===== config.mk =====
export PLATFORM = sky130hd
export DESIGN_NAME = olkd_cell
export DESIGN_NICKNAME = d
export VERILOG_FILES = /design/src/rtl/core/ordered_list_with_key_delete_assert.svh /design/src/rtl/core/olkd_pkg.sv /design/src/rtl/core/olkd_cell.sv
export SDC_FILE = /design/constraint.sdc
export NUM_CORES = 1
export LEC_CHECK = 0
export BUFFER_PORTS_ARGS = -buffer_cell sky130_fd_sc_hd__buf_2
export CELL_PAD_IN_SITES_DETAIL_PLACEMENT = 0
export CELL_PAD_IN_SITES_GLOBAL_PLACEMENT = 1
export CORE_MARGIN = 5
export CORE_UTILIZATION = 28
export DETAILED_ROUTE_END_ITERATION = 16
export GPL_ROUTABILITY_DRIVEN = 1
export PLACE_DENSITY = 0.88
export SLEW_MARGIN = 15
export SYNTH_ARGS = -nofsm -noshare
export SYNTH_HDL_FRONTEND = slang
export SYNTH_SLANG_ARGS = --single-unit

===== constraint.sdc =====
create_clock -name clk -period 6.9 [get_ports clk]
set_input_delay 1.38 -clock clk [delete_from_list [all_inputs] [get_ports clk]]
set_output_delay 1.38 -clock clk [all_outputs]
set_load 0.03 [all_outputs]

===== src/rtl/core/ordered_list_with_key_delete_assert.svh =====
// Assertion macros for the ordered key list.
// Included by the top level; no other dependencies.
`ifndef ORDERED_LIST_WITH_KEY_DELETE_ASSERT_SVH
`define ORDERED_LIST_WITH_KEY_DELETE_ASSERT_SVH

// Same-cycle implication, reset gated
`define OLKD_ASSERT_IMP(label, ante, cons, msg) \
  label: assert property (@(posedge clk) disable iff (!rst_n) (ante) |-> (cons)) \
    else $error(msg);

// Next-cycle implication, reset gated
`define OLKD_ASSERT_NXT(label, ante, cons, msg) \
  label: assert property (@(posedge clk) disable iff (!rst_n) (ante) |=> (cons)) \
    else $error(msg);

`endif


===== src/rtl/core/olkd_pkg.sv =====
// Shared types and codes for the ordered key list.
// No dependencies.
`timescale 1ns / 1ps

package olkd_pkg;

  localparam int DefCapacity = 64;

  typedef logic signed [31:0] olkd_key_t;

  // Command modes
  localparam logic [2:0] MODE_INSERT    = 3'd0;
  localparam logic [2:0] MODE_DEL_KEY   = 3'd1;
  localparam logic [2:0] MODE_DEL_FIRST = 3'd2;
  localparam logic [2:0] MODE_DEL_LAST  = 3'd3;
  localparam logic [2:0] MODE_DUMP      = 3'd4;

  // Result status codes
  localparam logic [2:0] STAT_DONE  = 3'd0;
  localparam logic [2:0] STAT_NONE  = 3'd1;
  localparam logic [2:0] STAT_FULL  = 3'd2;
  localparam logic [2:0] STAT_ELEM  = 3'd3;
  localparam logic [2:0] STAT_EMPTY = 3'd4;

  // Cell shift operations
  localparam logic [2:0] CELL_HOLD   = 3'd0;
  localparam logic [2:0] CELL_RIGHT  = 3'd1;
  localparam logic [2:0] CELL_LEFT   = 3'd2;
  localparam logic [2:0] CELL_ROTATE = 3'd3;
  localparam logic [2:0] CELL_PURGE  = 3'd4;

  // Control broadcast to every cell
  typedef struct packed {
    logic [2:0] op;
    logic       compare;
    olkd_key_t  cmp_key;
  } olkd_ctl_t;

endpackage


===== src/rtl/core/olkd_cell.sv =====
// One cell of the key chain: holds one key and a compare hit flag.
// Depends on olkd_pkg.
`timescale 1ns / 1ps

module olkd_cell (
  input  logic               clk,
  input  olkd_pkg::olkd_ctl_t ctl,
  input  logic               used,
  input  logic               is_last,
  input  olkd_pkg::olkd_key_t prev_key,
  input  olkd_pkg::olkd_key_t next_key,
  input  olkd_pkg::olkd_key_t wrap_key,
  input  logic               seen_in,
  output olkd_pkg::olkd_key_t key,
  output logic               seen_out
);
  import olkd_pkg::*;

  olkd_key_t key_r, key_nxt;
  logic      hit_r, hit_nxt;

  // A match at or in front of this cell closes the gap here
  assign seen_out = seen_in | hit_r;
  assign key      = key_r;

  // Key movement along the chain
  always_comb begin
    key_nxt = key_r;
    case (ctl.op)
      CELL_HOLD:   key_nxt = key_r;
      CELL_RIGHT:  key_nxt = prev_key;
      CELL_LEFT:   key_nxt = next_key;
      CELL_ROTATE: key_nxt = is_last ? wrap_key : next_key;
      CELL_PURGE:  key_nxt = seen_out ? next_key : key_r;
      default:     key_nxt = key_r;
    endcase
  end

  // Parallel compare against the broadcast key
  assign hit_nxt = ctl.compare ? (used && (key_r == ctl.cmp_key)) : hit_r;

  always_ff @(posedge clk) begin
    key_r <= key_nxt;
    hit_r <= hit_nxt;
  end

endmodule


Yosys cells after proc, flatten, opt, wreduce, memory -nomap -nowiden. Cells that the tools add are included.

Flip-flop bits (word level): 33. Input port bits: 136.

Equal/unequal tests: 6. Muxes and demuxes: 3. Bitwise logic cells: 1. Reduce and logical (&&, ||, !) cells: 3.

Operators with widths (count): $pmux 32 s4 (1); $mux 32 (2); $eq 32x32->1 (1); $eq 3x2->1 const B (2); $reduce_bool 4->1 (1); $eq 3x1->1 const B (1); $eq 3x3->1 const B (1); $ne 2x2->1 const B (1); $reduce_and 2->1 (1); $logic_and 1x1->1 (1); $or 1x1->1 (1).

Logic depth before layout (Yosys ltp). Gate-level depths: netlist of the first run.

Word-level depth: 3. Depth in mapped cells: 6.

Worst setup path before layout of the first run. Ideal clock, no wire load.

Kind: input-to-reg. From: in ctl[33] in the netlist's numbering. To: reg key_r[0], in the netlist key[0], enable pin. Setup time: 0.466 ns. Arrival: 3.717 ns. Required time: 6.434 ns. Setup slack: 2.717 ns. Stages: 2. Cell sequence: nor2_1 -> o21ai_0.

Cells in the longest elaborated chain, start to end: 3. Elaborated cells on any way between the ends: 7. Those cells by class: eq/ne: 5; reduce/logical: 2.

Ends and longest elaborated chain: start: declaration (line olkd_cell.sv:7) `input olkd_pkg::olkd_ctl_t ctl,`; $eq 3x3->1 (tied with other cells) (line olkd_cell.sv:29) `case (ctl.op)`; $reduce_bool 4->1 (no line) / $ne 2x2->1 (equally long branches); $reduce_and 2->1 (no line) *; end signal: assignment (line olkd_cell.sv:43) `key_r <= key_nxt;`; end: declaration (line olkd_cell.sv:19) `olkd_key_t key_r, key_nxt;`.

Every way passes the cells marked *; elsewhere a longest branch is shown, timed or not. A chain may end at the register's enable or synchronous reset.

Worst setup path in the final report of the first run.
From: in seen_in. To: out seen_out.

Cells in the longest elaborated chain, start to end: 1.

Ends and longest elaborated chain: start: declaration (line olkd_cell.sv:13) `input logic seen_in,`; $or 1x1->1 (line olkd_cell.sv:23) `assign seen_out = seen_in | hit_r;`; end: declaration (line olkd_cell.sv:15) `output logic seen_out`.

Every way passes these cells.

==> flow_summary.yaml, run 1 <==
status:
  status: "completed"
placed_design:
  hpwl_um: 5296
  gp_congestion: 0.7636
  port_buffers: 168
min_path:
  whs_path_depth: 3
  worstHoldStart: "key[0]$_DFFE_PP_"
  holdPathEnd: "hit_r$_DFFE_PP_"
  hold_class: "register to register"
synth:
  netlist_area_um2: 1908
  synth_area_leaders: "edfxtp_1, a222oi_1, xor2_1, inv_1, nor4_1"
  synth_top_family_by_area: "compound AO/OA/AOI/OAI gates"
  ys_seq_elements: 33
  yosys_warnings: 0
  synth-simple-area-share_pct: 5.246
  yosys.area.top_type: "edfxtp_1"
  syn_area_per_cell_um2: 11.85
  netlist_instances: 161
  synthDominantCellAreaShare_pct: 51.93
  synth_xor_area_share_pct: 15.15
  postSynthNetCount: 297
  synth_cell_type_count: 20
  synth_compound_area_share_pct: 17.77
  synth-seq-area-share_pct: 51.93
  synth-adder-area-share_pct: 0
  synthMuxAreaShare_pct: 0
final_layout:
  syn2layout_area_growth_pct: 53.44
  final_core_util_pct: 43.58
  nNetsFinal: 464
  num_antenna_cells: 0
  drive_gt1_share_pct: 55.32
clocking:
  cts_root_buf: "clkbuf_8"
  postCtsHoldBufs: 0
  cts_tree: "built"
  path_clk_slew_ps: 70
  htreeDepth: 2
  post_cts_resized: 0
  clock_sinks: 33
  post-cts-setup-buffers: 0
  cts_buffers: 5
  worstSkewPairLatency_ps: 280
  clockBufferDepth: 2
worst_setup_path:
  reg2reg_depth: 4
  critPathCaptureType: "primary output"
  ff2ff_setup_slack_ps: 5290
  path_max_fanout: 2
  criticalPathCategory: "input port to primary output"
  worstSetupStartpointType: "input port"
  worstPathRequired_ps: 5520
  rr_endpoint: "hit_r$_DFFE_PP_"
  crit_start: "seen_in"
  critPathArrivalTime_ps: 1940
  r2r-start: "key[31]$_DFFE_PP_"
route:
  first_iter_violations: 114
  drc: 0
  wl_per_cell_um: 16.63
  ant_nets: 0
  wirelength_um: 6802
  viasPerCell: 4.956
  routed-via-count: 2027
  dr.pass1.iters: 5
grt:
  grt_usage_pct: 15.43
  grt_pass1_wl_um: 10240
  grt_pass1_vias: 2178
  antenna_found_initial: 0
  grt_start_max_net_pins: 33
  overflow: 0
timing:
  setup_viol: 0
  grt_setup_unrepaired: "no"
  clock-skew-final_ps: 2.392
  worstMarginPinSlew_ps: 1070
  drv_slew: 0
  clock.fmax_ghz: 0.3016
  hold_viol_final: 0
  min_period_ps: 3316
  relSlewSlack_pct: 28.38
  min_period_over_period_pct: 48.05
  setup_tns_ps: 0
floorplan:
  die_w_um: 92.55
  fp.dieArea_um2: 8566
  core_area_um2: 6719
  fp.dieH_um: 92.55
  io_pins: 169
  start_util_pct: 28.40
  rows: 30
run:
  cap_violations: 0
pwr:
  peakVddDrop_uv: 78.71
  p_per_area_nw_per_um2: 203.9
  p_leak_nw: 1.474
[cells in the mapped netlist (all sizes together)]
cell,instances
edfxtp,33
inv,33
a222oi,32
xor2,31
nor4,7
buf,6
clkbuf,4
nand3,3
nor3,2
xnor2,2
a21oi,1
and3,1
nand4,1
nor2,1
nor2b,1
o21ai,1
o2bb2ai,1
or2,1
[placed cells by master (no fill, tap or decap), drive strengths merged]
master	instances
clkinv	1
a222oi	32
nor3	2
nand3	3
o2bb2ai	1
edfxtp	33
nor4	7
or2	1
xnor2	2
clkbuf	6
a21oi	1
bufinv	1
o21ai	1
nor2b	1
inv	33
and3	1
xor2	31
nor2	1
buf	170
nand4	1
[worst max path at each step]
stage,to,cells past startpoint
2_1_floorplan,key[0]$_DFFE_PP_,2
3_3_place_gp,key[4]$_DFFE_PP_,5
3_5_place_dp,key[13]$_DFFE_PP_,5
4_1_cts,seen_out,3
5_1_grt,seen_out,3
6_report,seen_out,3
[per-stage QoR]
step | hold WS, ps | instance area, um^2 | total power, W | cells | setup WS [ps]
after floorplan | 886.5 | 1908 | 0.0003514 | 161 | 2717
after global placement | 759.7 | 2820 | 0.0004203 | 401 | 3591
after detailed placement | 751.9 | 2820 | 0.0004242 | 401 | 3542
after CTS | 777.1 | 2927 | 0.0006077 | 409 | 3584
after global routing | 799.3 | 2928 | 0.0006327 | 409 | 3567
final | 765.8 | 2928 | 0.0005968 | 409 | 3584
[cell families (layout without fill, tap and decap cells)]
group,after synthesis,count (layout)
simple gates,17,17
xor+xnor,33,33
compound gates,35,35
flops,33,33
buf+inv,43,211
[worst max-delay path, cell delays in order]
cell	delay [ps]
buf_2	90
or2_2	280
buf_2	180
[layout make-up]
class	count	area, um^2
inverters	33	123.9
repair buffers	170	855.8
fillers	686	3791
clock inverters	2	33.78
clock buffers	6	72.57
multi-input cells	85	750.7
flip-flops and latches	33	991.0
well taps	80	100.1
[flip-flops by register name (all words and copies together) (netlist names)]
register and flops:
hit_r 1, key 32
[routing by layer]
metal / wire length [um] / global-route usage [%]
met5: 0 / 0
met4: 19 / 2.847
met1: 2467 / 16.46
met3: 636 / 4.874
met2: 3679 / 29.67
[report_power, final]
group	total [W]	internal, W	switching [W]	leakage, nW
combinational	0.000161	0.0000668	0.0000938	1.10
clock	0.000179	0.000107	0.0000726	0.0528
sequential	0.000257	0.000246	0.0000111	0.322
total	0.000597	0.000419	0.000178	1.47
Note: power is estimated with default switching activity, not from simulation.
==> inputs of run 2 (changes only) <==
- ABC_AREA: not set -> 1
- CORE_UTILIZATION: 28 -> 25
- PLACE_DENSITY: 0.88 -> 0.8
- clock period: 6.9 -> 2.9 ns (I/O delays scaled with it)
==> run 2 against run 1 <==
Effect of this change: synthesized area is 29% higher; core utilization is 7.3 points lower; sequential share of layout area is 5.6 points lower; clock skew is 5.7 ps higher; first-iteration DRC count is 14% lower; register-to-register slack worse by 4100 ps; largest cell class is now multi-input gates; critical path type is now input port to register; clock power is 84% higher.
==> flow_summary.yaml, run 2 <==
route:
  ant_nets: 0
  dr.pass1.iters: 4
  first_iter_violations: 98
  routed-via-count: 2515
  drc: 0
  wirelength_um: 8046
  wl_per_cell_um: 12.91
  viasPerCell: 4.037
pwr:
  p_leak_nw: 1.972
  power.share.clock_pct: 23.9
  power_w: 0.001379
  netSwitchingPower_w: 0.0004543
  peakVddDrop_uv: 159.9
  combPwrFrac_pct: 31.5
  switching_share_pct: 32.93
  p_seq_share_pct: 44.5
  p_per_area_nw_per_um2: 392.6
  internal_power_w: 0.0009251
synth:
  synth_edf_count: 33
  postSynthNetCount: 456
  yosys_warnings: 0
  synthMuxAreaShare_pct: 0
  synth-adder-area-share_pct: 0
  synth-simple-area-share_pct: 23.87
  synth_compound_area_share_pct: 18.41
  syn_area_per_cell_um2: 7.668
  yosys.area.top_type: "edfxtp_1"
  synth_area_leaders: "edfxtp_1, nand2_1, o211ai_2, inv_1, nor2_1"
  ys_async_sr_fraction_pct: 0
  netlist_instances: 320
  synth_top_family_by_area: "simple AND/OR/NAND/NOR gates"
  ys_seq_elements: 33
  synthFlopType: "edfxtp_1"
  yosysMostFrequentCell: "nand2_1"
  netlist_area_um2: 2454
  yosys-top-cells-count: "nand2_1, inv_1, edfxtp_1"
  synth_cell_type_count: 16
  synth_xor_area_share_pct: 3.570
  synth-seq-area-share_pct: 40.39
  synthDominantCellAreaShare_pct: 40.39
worst_setup_path:
  max_stage_delay_ps: 440
  critPathArrivalTime_ps: 2040
  path_max_fanout: 33
  critPathCaptureType: "register"
  cp_common_cell: "nand2_1"
  worstSetupStartpointType: "input port"
  crit_path_top_delay_cell: "inv_2"
  ff2ff_setup_slack_ps: 1220
  path_cells: "buf_2 > nor2_1 > nand2_1 > nand2_1 > inv_2 > o21ai_4 > buf_4 > nand2_1 > o211ai_2"
  crit_buf_inv: 3
  worstPathRequired_ps: 2910
  critical-path-top-delay-family: "buffers and inverters"
  criticalPathCategory: "input port to register"
placed_design:
  hpwl_um: 6877
  gp_congestion: 0.7765
  port_buffers: 168
floorplan:
  start_util_pct: 25.34
  core_area_um2: 9684
  rows: 36
  fp.dieArea_um2: 11900
  io_pins: 169
  fp.dieH_um: 109.1
  die_w_um: 109.1
clocking:
  cts_root_buf: "clkbuf_8"
  cts_buffers: 5
  postCtsHoldBufs: 0
  clockBufferDepth: 2
  cts_tree: "built"
  htreeDepth: 2
  worstSkewPairLatency_ps: 280
  post_cts_resized: 0
  clock_sinks: 33
  path_clk_slew_ps: 70
  post-cts-setup-buffers: 0
final_layout:
  mostFrequentLayoutCells: "buf_2, nand2_1, inv_1"
  num_antenna_cells: 0
  drive_gt1_share_pct: 43.06
  final_core_util_pct: 36.28
  mostFrequentLayoutCell: "buf_2"
  syn2layout_area_growth_pct: 43.19
  largest_register_ffs: 32
  nNetsFinal: 625
run:
  cap_violations: 0
timing:
  drv_slew: 0
  grt_setup_unrepaired: "no"
  worstMarginPinSlew_ps: 587.8
  setup_tns_ps: 0
  relSlewSlack_pct: 60.67
  clock-skew-final_ps: 8.051
  clock.fmax_ghz: 0.4921
  setup_viol: 0
  min_period_over_period_pct: 70.07
  hold_viol_final: 0
  min_period_ps: 2032
min_path:
  hold_class: "input port to register"
grt:
  grt_pass1_vias: 2541
  antenna_found_initial: 0
  overflow: 0
  grt_pass1_wl_um: 11810
  grt_usage_pct: 12.71
  grt_start_max_net_pins: 34
status:
  status: "completed"
-- run 2: cell count changes in the layout (fill, tap and decap cells not counted), sizes merged, moves of 20 or more --
cell / change
nand2: +129
inv: +40
o211ai: +33
a222oi: -32
xor2: -30
nor2: +20
-- run 2: kinds of logic after synthesis --
kind of cell,Yosys count
simple gates,154
buf+inv,82
compound gates,41
flops,33
xor+xnor,10
-- run 2: path summary, 6_finish.rpt --
kind                                        start                end  cells past startpoint
worst max-delay path                      ctl[33]  key[12]$_DFFE_PP_                      9
worst min-delay path                      ctl[32]    hit_r$_DFFE_PP_                      1
worst max register to register    hit_r$_DFFE_PP_  key[23]$_DFFE_PP_                      3
worst min register to register  key[24]$_DFFE_PP_    hit_r$_DFFE_PP_                      5
-- run 2: power by group through the flow --
| stage | logic [W] | clock network (W) | registers (W) |
|---|---|---|---|
| 2_1_floorplan | 0.000188 | 0 | 0.000699 |
| 3_3_place_gp | 0.000437 | 0 | 0.000626 |
| 3_5_place_dp | 0.000442 | 0 | 0.000627 |
| 4_1_cts | 0.000444 | 0.000347 | 0.000616 |
| 5_1_grt | 0.000483 | 0.000363 | 0.000621 |
| 6_report | 0.000435 | 0.000330 | 0.000614 |
-- run 2: metal layers --
layer	track usage, %	share of wire, %	vias up
met5	0	0	-
met4	3.156	1.1	0
met3	2.072	6.4	6
met2	22.85	51	83
met1	15.73	41	1096
li1	-	-	1330
-- run 2: layout make-up --
class	count	area [um^2]
fillers	1060	6171
multi-input cells	205	1136
well taps	133	166.4
inverters	73	274.0
repair buffers	171	863.3
flip-flops and latches	33	991.0
clock inverters	2	10.01
clock buffers	6	72.57
-- run 2: stage by stage --
stage / instance area (um^2) / hold slack [ps] / worst slack (ps) / std cells
detailed placement: 3431 / 786.8 / 534.5 / 615
finish: 3513 / 497.7 / 867.9 / 623
global placement: 3431 / 781.2 / 570.4 / 615
floorplan: 2454 / 692.5 / 284.0 / 320
global route: 3513 / 487.2 / 677.5 / 623
CTS: 3513 / 488.9 / 834.5 / 623
==> inputs of run 3 (changes only) <==
- clock period: 2.9 -> 1.7 ns (I/O delays scaled with it)
==> run 3 against run 2 <==
Effect of this change: critical path type is now register to register; routed wire length shrank 0.42%; critical endpoint is now key[25]$_DFFE_PP_; combinational power is 74% higher; critical path depth fell by 7; total power rose by 71%; clock power increased by 71%; flip-flop and latch count did not move.
==> flow_summary.yaml, run 3 (synthesis gave the netlist of run 2 again) <==
status:
  status: "completed"
placed_design:
  hpwl_um: 6343
  gp_congestion: 0.7391
  dp_cells: 616
  port_buffers: 168
timing:
  worstMarginPinSlew_ps: 1031
  clock-skew-final_ps: 6.420
  clock.fmax_ghz: 0.6094
  whs_ps: 261.0
  setup_tns_ps: 0
  drv_slew: 0
  hold_viol_final: 0
  setup_viol: 0
  relSlewSlack_pct: 31.03
  grt_setup_unrepaired: "yes"
  min_period_ps: 1641
  min_period_over_period_pct: 96.52
worst_setup_path:
  critPathArrivalTime_ps: 1540
  path_max_fanout: 32
  critPathCaptureType: "register"
  worstSetupStartpointType: "register"
  r2r-start: "hit_r$_DFFE_PP_"
  crit_path_top_delay_cell: "o21ai_4"
  criticalPathCategory: "register to register"
  worstPathRequired_ps: 1600
  crit_start: "hit_r$_DFFE_PP_"
  max_stage_delay_ps: 790
  path_cells: "nor2_2 > o21ai_4"
  ff2ff_setup_slack_ps: 60
final_layout:
  stdcell_count: 625
  final_core_util_pct: 36.67
  drive_gt1_share_pct: 43.29
  nNetsFinal: 627
  syn2layout_area_growth_pct: 44.72
  num_antenna_cells: 0
  nFillCells: 1036
  largest_register_ffs: 32
  mostFrequentLayoutCell: "buf_2"
  mostFrequentLayoutCells: "buf_2, nand2_1, inv_1"
clocking:
  cts_tree: "built"
  post-cts-setup-buffers: 0
  clockBufferDepth: 2
  postCtsHoldBufs: 0
  cts_root_buf: "clkbuf_8"
  cts_buffers: 5
  htreeDepth: 2
  path_clk_slew_ps: 70
  clock_sinks: 33
  worstSkewPairLatency_ps: 280
floorplan:
  die_w_um: 109.1
  fp.dieArea_um2: 11900
  io_pins: 169
  rows: 36
  fp.dieH_um: 109.1
  core_area_um2: 9684
  start_util_pct: 25.34
route:
  viasPerCell: 4.056
  wl_per_cell_um: 12.82
  ant_nets: 0
  drc: 0
  routed-via-count: 2535
  first_iter_violations: 124
  dr.pass1.iters: 4
  wirelength_um: 8012
pwr:
  internal_power_w: 0.001576
  switching_share_pct: 33.36
  peakVddDrop_uv: 259.9
  p_leak_nw: 1.985
  p_seq_share_pct: 44.2
  p_per_area_nw_per_um2: 665.8
  netSwitchingPower_w: 0.0007886
  power.share.clock_pct: 23.8
  power_w: 0.002364
  combPwrFrac_pct: 31.9
grt:
  grt_pass1_wl_um: 11410
  grt_pass1_vias: 2441
  grt_start_max_net_pins: 33
  overflow: 0
  antenna_found_initial: 0
  grt_usage_pct: 12.31
min_path:
  worstHoldStart: "ctl[32]"
  hold_class: "input port to register"
run:
  cap_violations: 0
==> run 3: cell count changes in the layout (fill, tap and decap cells not counted), sizes merged <==
cell,delta
buf,+1
clkinv,+1
clkbuf,-1
o21ai,+1
==> run 3: layout make-up <==
cell class              instances  area (um^2)  share of cell area, %
clock inverters                 3        12.51                 0.3524
clock buffers                   5        68.82                  1.938
multi-input cells             206         1155                  32.52
well taps                     133        166.4                  4.686
flip-flops and latches         33        991.0                  27.91
repair buffers                172        883.3                  24.88
inverters                      73        274.0                  7.717
==> run 3: per-stage QoR <==
| stage | setup WS, ps | area (um^2) |
|---|---|---|
| finish | 59.14 | 3551 |
| global route | -64.16 | 3551 |
| CTS | 3.546 | 3535 |
| detailed placement | -208.9 | 3451 |
| global placement | -173.5 | 3451 |
| floorplan | 211.7 | 2465 |
==> run 3: per-layer routing <==
layer	GRT usage, %	vias up	share of wire (%)
met1	15.57	1097	42
met3	2.250	9	6.9
met2	21.40	93	50
met4	3.336	0	1.4
met5	0	-	0
li1	-	1336	-
==> run 3: final timing paths <==
kind | depth (start not counted) | end
max | 2 | key[25]$_DFFE_PP_
min | 1 | hit_r$_DFFE_PP_
max reg2reg | 2 | key[25]$_DFFE_PP_
min reg2reg | 5 | hit_r$_DFFE_PP_
==> run 3: power groups by stage <==
stage / sequential [W] / combinational [W] / clock, W
3_5_place_dp: 0.00107 / 0.000753 / 0
6_report: 0.00105 / 0.000755 / 0.000563
5_1_grt: 0.00106 / 0.000836 / 0.000650
4_1_cts: 0.00105 / 0.000755 / 0.000602
3_3_place_gp: 0.00107 / 0.000743 / 0
2_1_floorplan: 0.00119 / 0.000323 / 0
==> run 3: timing repair <==
item	4_1_cts	5_1_grt
setup endpoints to repair	32	55
pin swaps	1	0
gates cloned	0	1
hold endpoints to repair	0	0
gates resized for setup	1	1
==> run 3: worst max-delay path, delay by kind of cell (launching register included) <==
| kind | cells | cell delay (ps) |
|---|---|---|
| AO/OA/AOI/OAI | 1 | 790 |
| flip-flops | 1 | 390 |
| AND/OR/NAND/NOR | 1 | 80 |
